`src/rtl/telemetry_frame_parser_crc8_assert.svh`:
```
// Assertion macros used by the telemetry frame parser (tfp_parser)
`ifndef TELEMETRY_FRAME_PARSER_CRC8_ASSERT_SVH
`define TELEMETRY_FRAME_PARSER_CRC8_ASSERT_SVH

// clocked check, held off while reset is high
`define TFP_ASSERT(lbl, prop, msg) \
  lbl: assert property (@(posedge clk) disable iff (rst) (prop)) else $error(msg);

// clocked check that also holds through reset
`define TFP_ASSERT_ALWAYS(lbl, prop, msg) \
  lbl: assert property (@(posedge clk) (prop)) else $error(msg);

`endif

```
`src/rtl/tfp_pkg.sv`:
```
// Types, constants and the CRC-8 step for the telemetry frame parser
package tfp_pkg;

  localparam int MAX_PAYLOAD = 255;
  localparam int HDR_LEN_I   = 10;

  localparam logic [8:0]  HDR_LEN     = 9'(HDR_LEN_I);
  localparam logic [15:0] LEN_MIN     = 16'(HDR_LEN_I);
  localparam logic [15:0] LEN_MAX     = 16'(HDR_LEN_I + MAX_PAYLOAD);
  localparam logic [7:0]  CRC_POLY    = 8'h07;

  localparam int CFG_INDEX_W = 2;
  localparam int CFG_DATA_W  = 8;

  localparam logic [CFG_INDEX_W-1:0] REG_SYNC_BYTE    = CFG_INDEX_W'(0);
  localparam logic [CFG_INDEX_W-1:0] REG_TYPE_MASK    = CFG_INDEX_W'(1);
  localparam logic [CFG_INDEX_W-1:0] REG_TYPE_VERSION = CFG_INDEX_W'(2);

  localparam logic [7:0] SYNC_BYTE_RST    = 8'h3C;
  localparam logic [7:0] TYPE_MASK_RST    = 8'hF8;
  localparam logic [7:0] TYPE_VERSION_RST = 8'h20;

  typedef enum logic [0:0] {
    KIND_PAYLOAD = 1'b0,
    KIND_END     = 1'b1
  } kind_t;

  typedef enum logic [6:0] {
    PH_SYNC = 7'b0000001,
    PH_TYPE = 7'b0000010,
    PH_LEN  = 7'b0000100,
    PH_OBJ  = 7'b0001000,
    PH_INST = 7'b0010000,
    PH_DATA = 7'b0100000,
    PH_CRC  = 7'b1000000
  } phase_t;

  typedef struct packed {
    logic [7:0] sync_byte;
    logic [7:0] type_mask;
    logic [7:0] type_version;
  } tfp_cfg_t;

  typedef struct packed {
    kind_t       kind;
    logic [7:0]  payload_byte;
    logic [7:0]  payload_index;
    logic [7:0]  message_type;
    logic [8:0]  frame_length;
    logic [31:0] object_id;
    logic [15:0] instance_id;
    logic        crc_ok;
  } tfp_result_t;

  function automatic logic [7:0] crc8_byte(input logic [7:0] crc, input logic [7:0] b);
    logic [7:0] v;
    v = crc ^ b;
    for (int i = 0; i < 8; i++) begin
      v = v[7] ? ({v[6:0], 1'b0} ^ CRC_POLY) : {v[6:0], 1'b0};
    end
    return v;
  endfunction

endpackage

```
`src/rtl/tfp_in_stage.sv`:
```
// Input register: holds one received word until the parser takes it
module tfp_in_stage import tfp_pkg::*; (
  input  logic       clk,
  input  logic       rst,
  input  logic       in_valid,
  output logic       in_stall,
  input  logic [7:0] rx_byte,
  input  logic       advance,
  output logic       step,
  output logic [7:0] held_byte
);

  logic full;

  assign in_stall = full && !advance;
  assign step     = full && advance;

  always_ff @(posedge clk) begin
    if (rst) begin
      full <= 1'b0;
    end else if (in_valid && !in_stall) begin
      full <= 1'b1;
    end else if (advance) begin
      full <= 1'b0;
    end
  end

  always_ff @(posedge clk) begin
    if (in_valid && !in_stall) begin
      held_byte <= rx_byte;
    end
  end

endmodule

```
`src/rtl/tfp_parser.sv`:
```
// Frame parser: phase tracking, header capture and CRC-8 for one word per cycle while step is high
`include "telemetry_frame_parser_crc8_assert.svh"

module tfp_parser import tfp_pkg::*; (
  input  logic        clk,
  input  logic        rst,
  input  logic        step,
  input  logic [7:0]  c,
  input  tfp_cfg_t    cfg,
  output logic        res_valid,
  output tfp_result_t res
);

  phase_t      phase, phase_next;
  logic [7:0]  crc, crc_next;
  logic [7:0]  count, count_next;
  logic [7:0]  held_type, held_type_next;
  logic [8:0]  held_length, held_length_next;
  logic [31:0] held_object, held_object_next;
  logic [15:0] held_instance, held_instance_next;
  logic [15:0] full_length;
  logic [7:0]  crc_step;
  logic [9:0]  plen;
  logic [9:0]  count_inc;

  assign crc_step    = crc8_byte(crc, c);
  assign full_length = {c, held_length[7:0]};
  assign plen        = {1'b0, held_length} - {1'b0, HDR_LEN};
  assign count_inc   = {2'b00, count} + 10'd1;

  always_comb begin
    phase_next         = phase;
    crc_next           = crc;
    count_next         = count;
    held_type_next     = held_type;
    held_length_next   = held_length;
    held_object_next   = held_object;
    held_instance_next = held_instance;
    res_valid          = 1'b0;
    res.kind           = KIND_PAYLOAD;
    res.payload_byte   = 8'd0;
    res.payload_index  = 8'd0;
    res.message_type   = held_type;
    res.frame_length   = held_length;
    res.object_id      = held_object;
    res.instance_id    = held_instance;
    res.crc_ok         = 1'b0;
    case (phase)
      PH_TYPE: begin
        crc_next = crc_step;
        if ((c & cfg.type_mask) == cfg.type_version) begin
          held_type_next = c;
          count_next     = 8'd0;
          phase_next     = PH_LEN;
        end else begin
          phase_next = PH_SYNC;
        end
      end
      PH_LEN: begin
        crc_next = crc_step;
        if (count == 8'd0) begin
          held_length_next = {1'b0, c};
          count_next       = 8'd1;
        end else begin
          held_length_next = full_length[8:0];
          count_next       = 8'd0;
          if (full_length < LEN_MIN || full_length > LEN_MAX) begin
            phase_next = PH_SYNC;
          end else begin
            phase_next = PH_OBJ;
          end
        end
      end
      PH_OBJ: begin
        crc_next = crc_step;
        if (count == 8'd0) begin
          held_object_next = {24'd0, c};
        end else begin
          held_object_next = held_object | ({24'd0, c} << {count[1:0], 3'b000});
        end
        if (count >= 8'd3) begin
          count_next = 8'd0;
          phase_next = PH_INST;
        end else begin
          count_next = count + 8'd1;
        end
      end
      PH_INST: begin
        crc_next = crc_step;
        if (count == 8'd0) begin
          held_instance_next = {8'd0, c};
          count_next         = 8'd1;
        end else begin
          held_instance_next = {c, held_instance[7:0]};
          count_next         = 8'd0;
          phase_next         = (held_length == HDR_LEN) ? PH_CRC : PH_DATA;
        end
      end
      PH_DATA: begin
        crc_next          = crc_step;
        res_valid         = step;
        res.payload_byte  = c;
        res.payload_index = count;
        if (count_inc >= plen) begin
          count_next = 8'd0;
          phase_next = PH_CRC;
        end else begin
          count_next = count + 8'd1;
        end
      end
      PH_CRC: begin
        res_valid  = step;
        res.kind   = KIND_END;
        res.crc_ok = (crc == c);
        phase_next = PH_SYNC;
      end
      default: begin
        phase_next = PH_SYNC;
        if (c == cfg.sync_byte) begin
          crc_next   = crc8_byte(8'd0, c);
          phase_next = PH_TYPE;
        end
      end
    endcase
  end

  always_ff @(posedge clk) begin
    if (rst) begin
      phase         <= PH_SYNC;
      crc           <= 8'd0;
      count         <= 8'd0;
      held_type     <= 8'd0;
      held_length   <= 9'd0;
      held_object   <= 32'd0;
      held_instance <= 16'd0;
    end else if (step) begin
      phase         <= phase_next;
      crc           <= crc_next;
      count         <= count_next;
      held_type     <= held_type_next;
      held_length   <= held_length_next;
      held_object   <= held_object_next;
      held_instance <= held_instance_next;
    end
  end

  `TFP_ASSERT(a_end_sync, (step && phase == PH_CRC) |=> phase == PH_SYNC, "end not to sync")
  `TFP_ASSERT(a_data_res, (step && phase == PH_DATA) |-> res_valid, "payload word lost")
  `TFP_ASSERT(a_obj_count, (phase == PH_OBJ) |-> (count <= 8'd3), "object count out of range")
  `TFP_ASSERT(a_len_lo, (phase == PH_DATA) |-> (held_length > HDR_LEN), "short length")
  `TFP_ASSERT(a_len_hi, (phase == PH_DATA) |-> (held_length <= LEN_MAX[8:0]), "long length")

endmodule

```
`src/rtl/tfp_out_stage.sv`:
```
// Result register: holds one result word until the consumer takes it
module tfp_out_stage import tfp_pkg::*; (
  input  logic        clk,
  input  logic        rst,
  input  logic        res_valid,
  input  tfp_result_t res,
  output logic        advance,
  output logic        out_valid,
  input  logic        out_stall,
  output tfp_result_t out_res
);

  assign advance = !(out_valid && out_stall);

  always_ff @(posedge clk) begin
    if (rst) begin
      out_valid <= 1'b0;
    end else if (advance) begin
      out_valid <= res_valid;
    end
  end

  always_ff @(posedge clk) begin
    if (advance && res_valid) begin
      out_res <= res;
    end
  end

endmodule

```
`src/rtl/telemetry_frame_parser_crc8.sv`:
```
// Telemetry frame parser with CRC-8 check, top level
//
//   channel  direction  handshake            payload
//   input    in         in_valid / in_stall  rx_byte
//   output   out        out_valid/out_stall  kind .. crc_ok
//   config   in         cfg_we               cfg_index, cfg_data
//
// One word per cycle sustained while out_stall is low; a word held in the
// input register is parsed on step, and its result is registered for out_valid.
// The parse step (phase decode plus one CRC-8 byte update) sets the cycle.
// Synchronous reset clears the parse phase, counters, valid flags and
// restores the register defaults; no clearing pass.
// While out_stall holds a result the input register keeps at most one word.
module telemetry_frame_parser_crc8 import tfp_pkg::*; (
  input  logic                   clk,
  input  logic                   rst,
  input  logic                   in_valid,
  output logic                   in_stall,
  input  logic [7:0]             rx_byte,
  output logic                   out_valid,
  input  logic                   out_stall,
  output logic                   kind,
  output logic [7:0]             payload_byte,
  output logic [7:0]             payload_index,
  output logic [7:0]             message_type,
  output logic [8:0]             frame_length,
  output logic [31:0]            object_id,
  output logic [15:0]            instance_id,
  output logic                   crc_ok,
  input  logic                   cfg_we,
  input  logic [CFG_INDEX_W-1:0] cfg_index,
  input  logic [CFG_DATA_W-1:0]  cfg_data
);

  tfp_cfg_t    cfg;
  tfp_result_t res;
  tfp_result_t out_res;
  logic        res_valid;
  logic        advance;
  logic        step;
  logic [7:0]  held_byte;

  always_ff @(posedge clk) begin
    if (rst) begin
      cfg.sync_byte    <= SYNC_BYTE_RST;
      cfg.type_mask    <= TYPE_MASK_RST;
      cfg.type_version <= TYPE_VERSION_RST;
    end else if (cfg_we) begin
      case (cfg_index)
        REG_SYNC_BYTE:    cfg.sync_byte    <= cfg_data;
        REG_TYPE_MASK:    cfg.type_mask    <= cfg_data;
        REG_TYPE_VERSION: cfg.type_version <= cfg_data;
        default: begin
        end
      endcase
    end
  end

  tfp_in_stage u_in (
    .clk       (clk),
    .rst       (rst),
    .in_valid  (in_valid),
    .in_stall  (in_stall),
    .rx_byte   (rx_byte),
    .advance   (advance),
    .step      (step),
    .held_byte (held_byte)
  );

  tfp_parser u_parser (
    .clk       (clk),
    .rst       (rst),
    .step      (step),
    .c         (held_byte),
    .cfg       (cfg),
    .res_valid (res_valid),
    .res       (res)
  );

  tfp_out_stage u_out (
    .clk       (clk),
    .rst       (rst),
    .res_valid (res_valid),
    .res       (res),
    .advance   (advance),
    .out_valid (out_valid),
    .out_stall (out_stall),
    .out_res   (out_res)
  );

  assign kind          = out_res.kind;
  assign payload_byte  = out_res.payload_byte;
  assign payload_index = out_res.payload_index;
  assign message_type  = out_res.message_type;
  assign frame_length  = out_res.frame_length;
  assign object_id     = out_res.object_id;
  assign instance_id   = out_res.instance_id;
  assign crc_ok        = out_res.crc_ok;

endmodule
```
`config.mk`:
```
export PLATFORM = sky130hd
export DESIGN_NAME = telemetry_frame_parser_crc8
export DESIGN_NICKNAME = d
export VERILOG_FILES = /design/src/rtl/tfp_pkg.sv /design/src/rtl/tfp_in_stage.sv /design/src/rtl/tfp_parser.sv /design/src/rtl/tfp_out_stage.sv /design/src/rtl/telemetry_frame_parser_crc8.sv
export VERILOG_INCLUDE_DIRS = /design/src /design/src/rtl
export SDC_FILE = /design/constraint.sdc
export NUM_CORES = 1
export LEC_CHECK = 0
export ABC_CLOCK_PERIOD_IN_PS = 6250
export BUFFER_PORTS_ARGS = -buffer_cell sky130_fd_sc_hd__buf_2
export CAP_MARGIN = 5
export CORE_MARGIN = 5
export CORE_UTILIZATION = 40
export DETAILED_ROUTE_END_ITERATION = 10
export PLACE_DENSITY = 0.7
export SYNTH_ARGS = -nofsm -noshare
export SYNTH_HDL_FRONTEND = slang
export SYNTH_SLANG_ARGS = --single-unit
```
`constraint.sdc`:
```
create_clock -name clk -period 6.25 [get_ports clk]
set_clock_uncertainty 0.1 [all_clocks]
set_input_delay 0.625 -clock clk [delete_from_list [all_inputs] [get_ports clk]]
set_output_delay 0.625 -clock clk [all_outputs]
set_load 0.05 [all_outputs]
```
==> results of run 1 <==
-- per-stage QoR --
stage	cells	cell area, um2
after floorplan	770	8460
after global placement	1117	9210
after detailed placement	1117	9210
after CTS	1157	9940
after global routing	1157	9940
final	1157	9940
-- state kept, by name, indices dropped and copies added (netlist names) --
name                    cells
u_parser.held_type          8
u_in.full                   1
u_parser.count              8
u_out.out_res              83
u_parser.crc                8
u_parser.phase              7
u_parser.held_length        9
u_in.held_byte              8
u_parser.held_object       32
cfg                        24
u_parser.held_instance     16
u_out.out_valid             1
-- Yosys cell counts (3+ instances only) --
library cell / n / area [um2]
a211oi_1: 5 / 37.5
a21o_1: 3 / 22.5
a21oi_1: 62 / 310
a22o_1: 4 / 35.0
a22oi_1: 8 / 60.1
and2_1: 10 / 62.6
and3_1: 10 / 62.6
buf_2: 10 / 50.1
buf_6: 3 / 33.8
clkbuf_1: 26 / 97.6
dfxtp_1: 114 / 2280
edfxtp_1: 91 / 2730
ha_1: 21 / 263
inv_1: 17 / 63.8
mux2i_1: 37 / 370
nand2_1: 65 / 244
nand3_1: 27 / 135
nand4_1: 3 / 18.8
nor2_1: 96 / 360
nor2b_1: 4 / 25.0
nor3_1: 12 / 60.1
nor3b_1: 4 / 30.0
nor4_1: 7 / 43.8
o211ai_1: 3 / 22.5
o21a_1: 3 / 22.5
o21ai_0: 18 / 90.1
or2_2: 3 / 18.8
or3_1: 4 / 25.0
or4b_1: 3 / 30.0
xnor2_1: 33 / 289
xor2_1: 26 / 228
-- path summary, 6_finish.rpt --
check,startpoint,to,depth (start not counted)
setup / recovery,u_parser.count[0],u_parser.phase[1],12
hold / removal,rx_byte[6],u_in.held_byte[6],1
setup reg to reg,u_parser.count[0],u_parser.phase[1],12
hold reg to reg,u_parser.held_instance[0],u_out.out_res[1],0
-- metal layers --
| layer | vias to the layer above | share of wire |
|---|---|---|
| li1 | 2893 | - |
| met1 | 2794 | 0.44 |
| met2 | 180 | 0.48 |
| met3 | 25 | 0.067 |
| met4 | 0 | 0.015 |
| met5 | - | 0 |
-- power by group --
group           total, W  switching, W  internal [W]
Sequential       0.00142     0.0000225       0.00140
Combinational  0.0000992     0.0000579     0.0000413
Clock            0.00129      0.000506      0.000780
Total            0.00281      0.000586       0.00222
-- final cells by class --
class                      count  area (um2)  area share
timing repair buffer         115         596      0.0599
tap                          275         344      0.0346
clock inverter                12         121      0.0122
clock buffer                  28         614      0.0618
sequential                   205        5010       0.504
multi-input combinational    505        3190       0.321
inverter                      17        63.8     0.00642
-- cells by family after synthesis --
logic type	count (synthesis)	share of synthesized area
DFF	205	0.593
AOI/OAI and AO/OA	126	0.0909
buffers and inverters	60	0.0316
xor gates and xnor gates	59	0.0611
adders and majority gates	21	0.0311
muxes	38	0.0451
and+or+nand+nor	261	0.147
-- critical path, stage by stage (launching register included) --
cell and delay, ns:
dfxtp_1 0.38, ha_1 0.28, and3_1 0.22, and3_1 0.20, nor2b_1 0.13, or2_2 0.28
ha_1 0.28, a31oi_1 0.08, a21oi_1 0.16, a311oi_2 0.15, or4b_1 0.72, or3_1 0.38
a21oi_1 0.13
==> out/results.txt, run 1 <==
register bit total from synthesis: 205
clk sink count: 205
Post-CTS Setup Inserts: 0
Clock Tree Root: clkbuf_16
Synth async-reset ratio: 0
GRT Resource Usage Total: 0.155
final RePlAce weighted congestion: 0.875
pre-CTS WS: 2.75 ns
post-detailed-route wirelength per cell: 16.6 um
PortBufs: 107
Leakage: 3.56 nW
cts repair resizes: 0
Tcrit/Tclk final: 0.570
Fin. Hold Viols: 0
Vias per Instance: 5.09
Yosys cell types: 59
status: finished, final reports clean
Yosys Warn Count: 0
CP arrival: 3.88 ns
final wirelength: 19,200 um
Post-CTS Hold Buffers: 0
first-pass GRT wire length: 30,100 um
Syn Area/Cell: 11.0 um2
critical path type: reg2reg
fin. max-slew vios: 0
crit path time final: 3.56 ns
# IOs: 108
most frequent cells in the layout: dfxtp_1 (114), buf_2 (107), nor2_1 (96)
Worst setup EP type: register
met3 usage: 0.0287
Clock Latency Late Sink: 0.49 ns
grt met1 use: 0.209
number of nets in the layout: 910
most used routing layer: met2
share of layout cells above drive strength 1: 0.185
Die Wd: 155 um
Worst Path Required: 6.56 ns
floorplan row count: 53
routing usage on met2: 0.259
first drt pass iteration count: 7
Die Span Y: 155 um
post-route setup slack: 2.69 ns
Final setup viols: 0
Finished Core Util: 0.475
Max Buffers Root-to-Sink: 3
First DRT Iteration DRCs: 331
ant diodes: 0
VDD IR max: 0.231 mV
CTS tree: built
synth-to-layout area growth: 17.5%
Slew HR: 0.263
Hold Path Class: in2reg
startpoint types: register
die area: 24,200 um2
via count: 5,892
grt ovf: 0
Initial Util: 0.404
largest net degree at the start of global routing: 82
CORE AREA: 21,000 um2
register area share after synthesis: 0.593
Cells after Synth: 770
Post-synth EDFFs: 91
top achievable clock speed: 281 MHz
maximum fanout along the worst path: 9
# fillers: 1,918
most used flip-flop cell after synthesis: dfxtp_1
setup slack, reg-to-reg: 2.69 ns
vias in the first global route: 5,547
clock transition at the registers of the reported paths: 0.06 ns
hpwl dp: 13,000 um
cts bufs inserted: 22
# DRC: 0
Post-Syn Nets: 814
Post-Syn Area: 8460 um2
transition time of the tightest slew-check pin: 1.10 ns
most common cell after layout, fill and taps aside: dfxtp_1
setup TNS: 0 ns
PD cells: 282 nW/um2
# Max-Cap Violations: 0
initial antenna violation count: 0
Final Hold Slack: 0.207 ns
CTS H-tree lvls: 1
RSZ-0062 raised after global routing: false
total chip power: 0.00281 W
Routed Antenna Nets: 0
No activity file was read; power rests on OpenSTA's default activity.
==> inputs of run 2 (changes only) <==
Settings changed: ABC_AREA set to 1, ABC_CLOCK_PERIOD_IN_PS 6250 to 3100, PLACE_DENSITY 0.7 to 0.72.
Clock period 6.25 ns to 3.1 ns, I/O delays scaled along.
==> run 2 against run 1 <==
First-iteration DRC count increased by 18%. Global-route usage increased by 1.1 points. Register-to-register slack got worse by 2.3 ns. Clock-buffer cell count decreased by 4. Via count increased by 15%. Critical path depth increased by 3. Synthesized cell count increased by 26%. Wire length increased by 7.3%. Worst hold slack got worse by 0.19 ns. Combinational power increased to 3.1 times the previous value. Die area increased by 3.5%.
==> out/results.txt, run 2 <==
status: finished, final reports clean
area of the multi-input gates: 3150 um2
top achievable clock speed: 371 MHz
Die Span Y: 158 um
Final Hold Slack: 0.0145 ns
Die Wd: 158 um
RSZ-0062 raised after global routing: false
Hold Path Class: in2reg
synth-to-layout area growth: 21.0%
Fin. Hold Viols: 0
cts bufs inserted: 22
hold endpoint: u_in.full
# IOs: 108
share of layout cells above drive strength 1: 0.178
number of nets in the layout: 1,148
Leakage: 4.43 nW
first-pass GRT wire length: 33,700 um
clk sink count: 205
Synth async-reset ratio: 0
GRT Resource Usage Total: 0.166
slowest CP cell: dfxtp_1
critical path type: reg2reg
Max Buffers Root-to-Sink: 3
Initial Util: 0.405
CTS tree: built
final RePlAce weighted congestion: 0.911
PortBufs: 107
largest net degree at the start of global routing: 35
cts repair resizes: 0
final wirelength: 20,600 um
biggest regs: u_out.out_res (83), u_parser.held_object (32), cfg (24)
Worst Path Required: 3.43 ns
leading area contributor after synthesis: edfxtp_1
Syn Area/Cell: 9.07 um2
Clock Tree Root: clkbuf_16
Post-Syn Area: 8780 um2
setup TNS: 0 ns
register area: 5010 um2
Vias per Instance: 4.84
most used flip-flop cell after synthesis: dfxtp_1
Post-Syn Nets: 1,012
clock transition at the registers of the reported paths: 0.06 ns
die area: 25,000 um2
# DRC: 0
Post-synth EDFFs: 91
min-delay src: in_valid
Routed Antenna Nets: 0
crit path time final: 2.70 ns
Worst Hold Depth: 3
startpoint types: register
register area share after synthesis: 0.571
Worst R2R End: u_parser.count[4]
CP arrival: 3.03 ns
ant diodes: 0
first drt pass iteration count: 5
most common cell after layout, fill and taps aside: nand2_1
max FFs per register: 83
R2R cell count: 15
top-count cell post-synth: nand2_1
fin. max-slew vios: 0
grt ovf: 0
setup slack, reg-to-reg: 0.40 ns
transition time of the tightest slew-check pin: 0.861 ns
PD cells: 552 nW/um2
Final setup viols: 0
critical path's top delay family: simple AND/OR/NAND/NOR gates
CTS H-tree lvls: 1
Buf/Inv on CP: 1
most used cell, CP: nor2_1
Clock Latency Late Sink: 0.52 ns
synth top area cells: edfxtp_1 (31%), dfxtp_1 (26%), nand2_1 (7.5%), a21oi_1 (5.5%), nor2_1 (4.7%)
Slew HR: 0.422
Cells after Synth: 968
DP Cell Count: 1,344
post-route setup slack: 0.401 ns
First DRT Iteration DRCs: 392
vias in the first global route: 6,601
share of the synthesized area in the top cell type: 0.311
Tcrit/Tclk final: 0.871
critical path's largest stage delay: 0.37 ns
register bit total from synthesis: 205
maximum fanout along the worst path: 7
post-detailed-route wirelength per cell: 14.7 um
# fillers: 2,037
worst r2r src: u_parser.count[0]
Yosys Warn Count: 0
pre-CTS WS: 0.437 ns
Yosys cell types: 38
hpwl dp: 14,400 um
Reg with most FFs: u_out.out_res
most frequent cells in the layout: nand2_1 (176), dfxtp_1 (114), nor2_1 (110)
VDD IR max: 0.412 mV
via count: 6,772
Post-synth top cells: nand2_1 (176), dfxtp_1 (114), nor2_1 (110)
floorplan row count: 54
CP cell instances: inv_1 -> nor3_2 -> nand4_1 -> o21ai_0 -> nand2_1 -> ha_1 -> a21oi_1 -> nor2_1 -> nor2_1 -> nand2_1 -> nand2_1 -> nand2_1 -> nor2_1 -> nor2_1 -> nor2_1
Worst setup EP type: register
Non-Filler Instances: 1,400
# Max-Cap Violations: 0
CORE AREA: 21,700 um2
initial antenna violation count: 0
run 2: changes by cell type after synthesis, moves of 10 or more:
cell | before | now
xnor2_1 | 33 | 20
mux2i_1 | 37 | 0
inv_1 | 17 | 109
a21oi_1 | 62 | 97
and3_1 | 10 | 0
clkbuf_1 | 26 | 13
nand3_1 | 27 | 57
nand2_1 | 65 | 176
nor2_1 | 96 | 110
inv_2 | 0 | 10
o21ai_0 | 18 | 52
and2_1 | 10 | 0
run 2: cells by family (layout without fill, tap and decap cells):
| kind of cell | after synthesis | count (layout) | share of synthesized area |
|---|---|---|---|
| flops | 205 | 205 | 0.571 |
| fa+ha+maj | 21 | 21 | 0.0299 |
| simple gates | 377 | 377 | 0.184 |
| xor+xnor | 49 | 49 | 0.0497 |
| compound gates | 161 | 161 | 0.0939 |
| buf+inv | 155 | 307 | 0.0711 |
run 2: cell type report:
class / instances / area share
Tap cell: 280 / 0.0330
Multi-Input combinational cell: 608 / 0.297
Inverter: 121 / 0.0430
Timing Repair Buffer: 146 / 0.0841
Sequential cell: 205 / 0.472
Clock buffer: 24 / 0.0535
Clock inverter: 16 / 0.0177
run 2: timing repair:
action,in CTS,in global routing
buffers inserted,0,0
hold buffers,16,0
hold endpoints to repair,31,0
run 2: metal layers:
metal,vias up,GRT usage,part of all wire
met2,178,0.275,0.46
met4,0,0.0528,0.028
met5,-,0,0
met3,45,0.0252,0.063
li1,3428,-,-
met1,3121,0.224,0.45
run 2: metrics by stage:
stage / total power, W / area [um2] / utilization
2_1_floorplan: 0.00311 / 8790 / -
3_3_place_gp: 0.00319 / 9710 / 0.448
3_5_place_dp: 0.00320 / 9710 / 0.448
4_1_cts: 0.00591 / 10600 / 0.490
5_1_grt: 0.00608 / 10600 / 0.490
6_report: 0.00587 / 10600 / 0.490
run 2: power by group:
part | internal (W) | switching [W]
logic | 0.000114 | 0.000190
clock network | 0.00160 | 0.00111
registers | 0.00283 | 0.0000229
run 2: worst max path at each step:
stage,start,end,slack [ns],cells past startpoint
5_1_grt,u_parser.count[0],u_parser.count[4],0.10,15
6_report,u_parser.count[0],u_parser.count[4],0.40,15
2_1_floorplan,u_parser.phase[2],u_out.out_res[0],0.20,5
4_1_cts,u_parser.count[0],u_parser.count[4],0.41,15
3_5_place_dp,u_parser.count[0],u_parser.count[5],0.44,15
3_3_place_gp,u_parser.count[0],u_parser.count[7],0.50,15
run 2: worst register-to-register path: cells and delay by family (launching register included):
| kind | cells | cell delay [ns] |
|---|---|---|
| DFF | 1 | 0.37 |
| adders and majority gates | 1 | 0.31 |
| AOI/OAI and AO/OA | 2 | 0.31 |
| buffers and inverters | 1 | 0.10 |
| and+or+nand+nor | 11 | 1.43 |
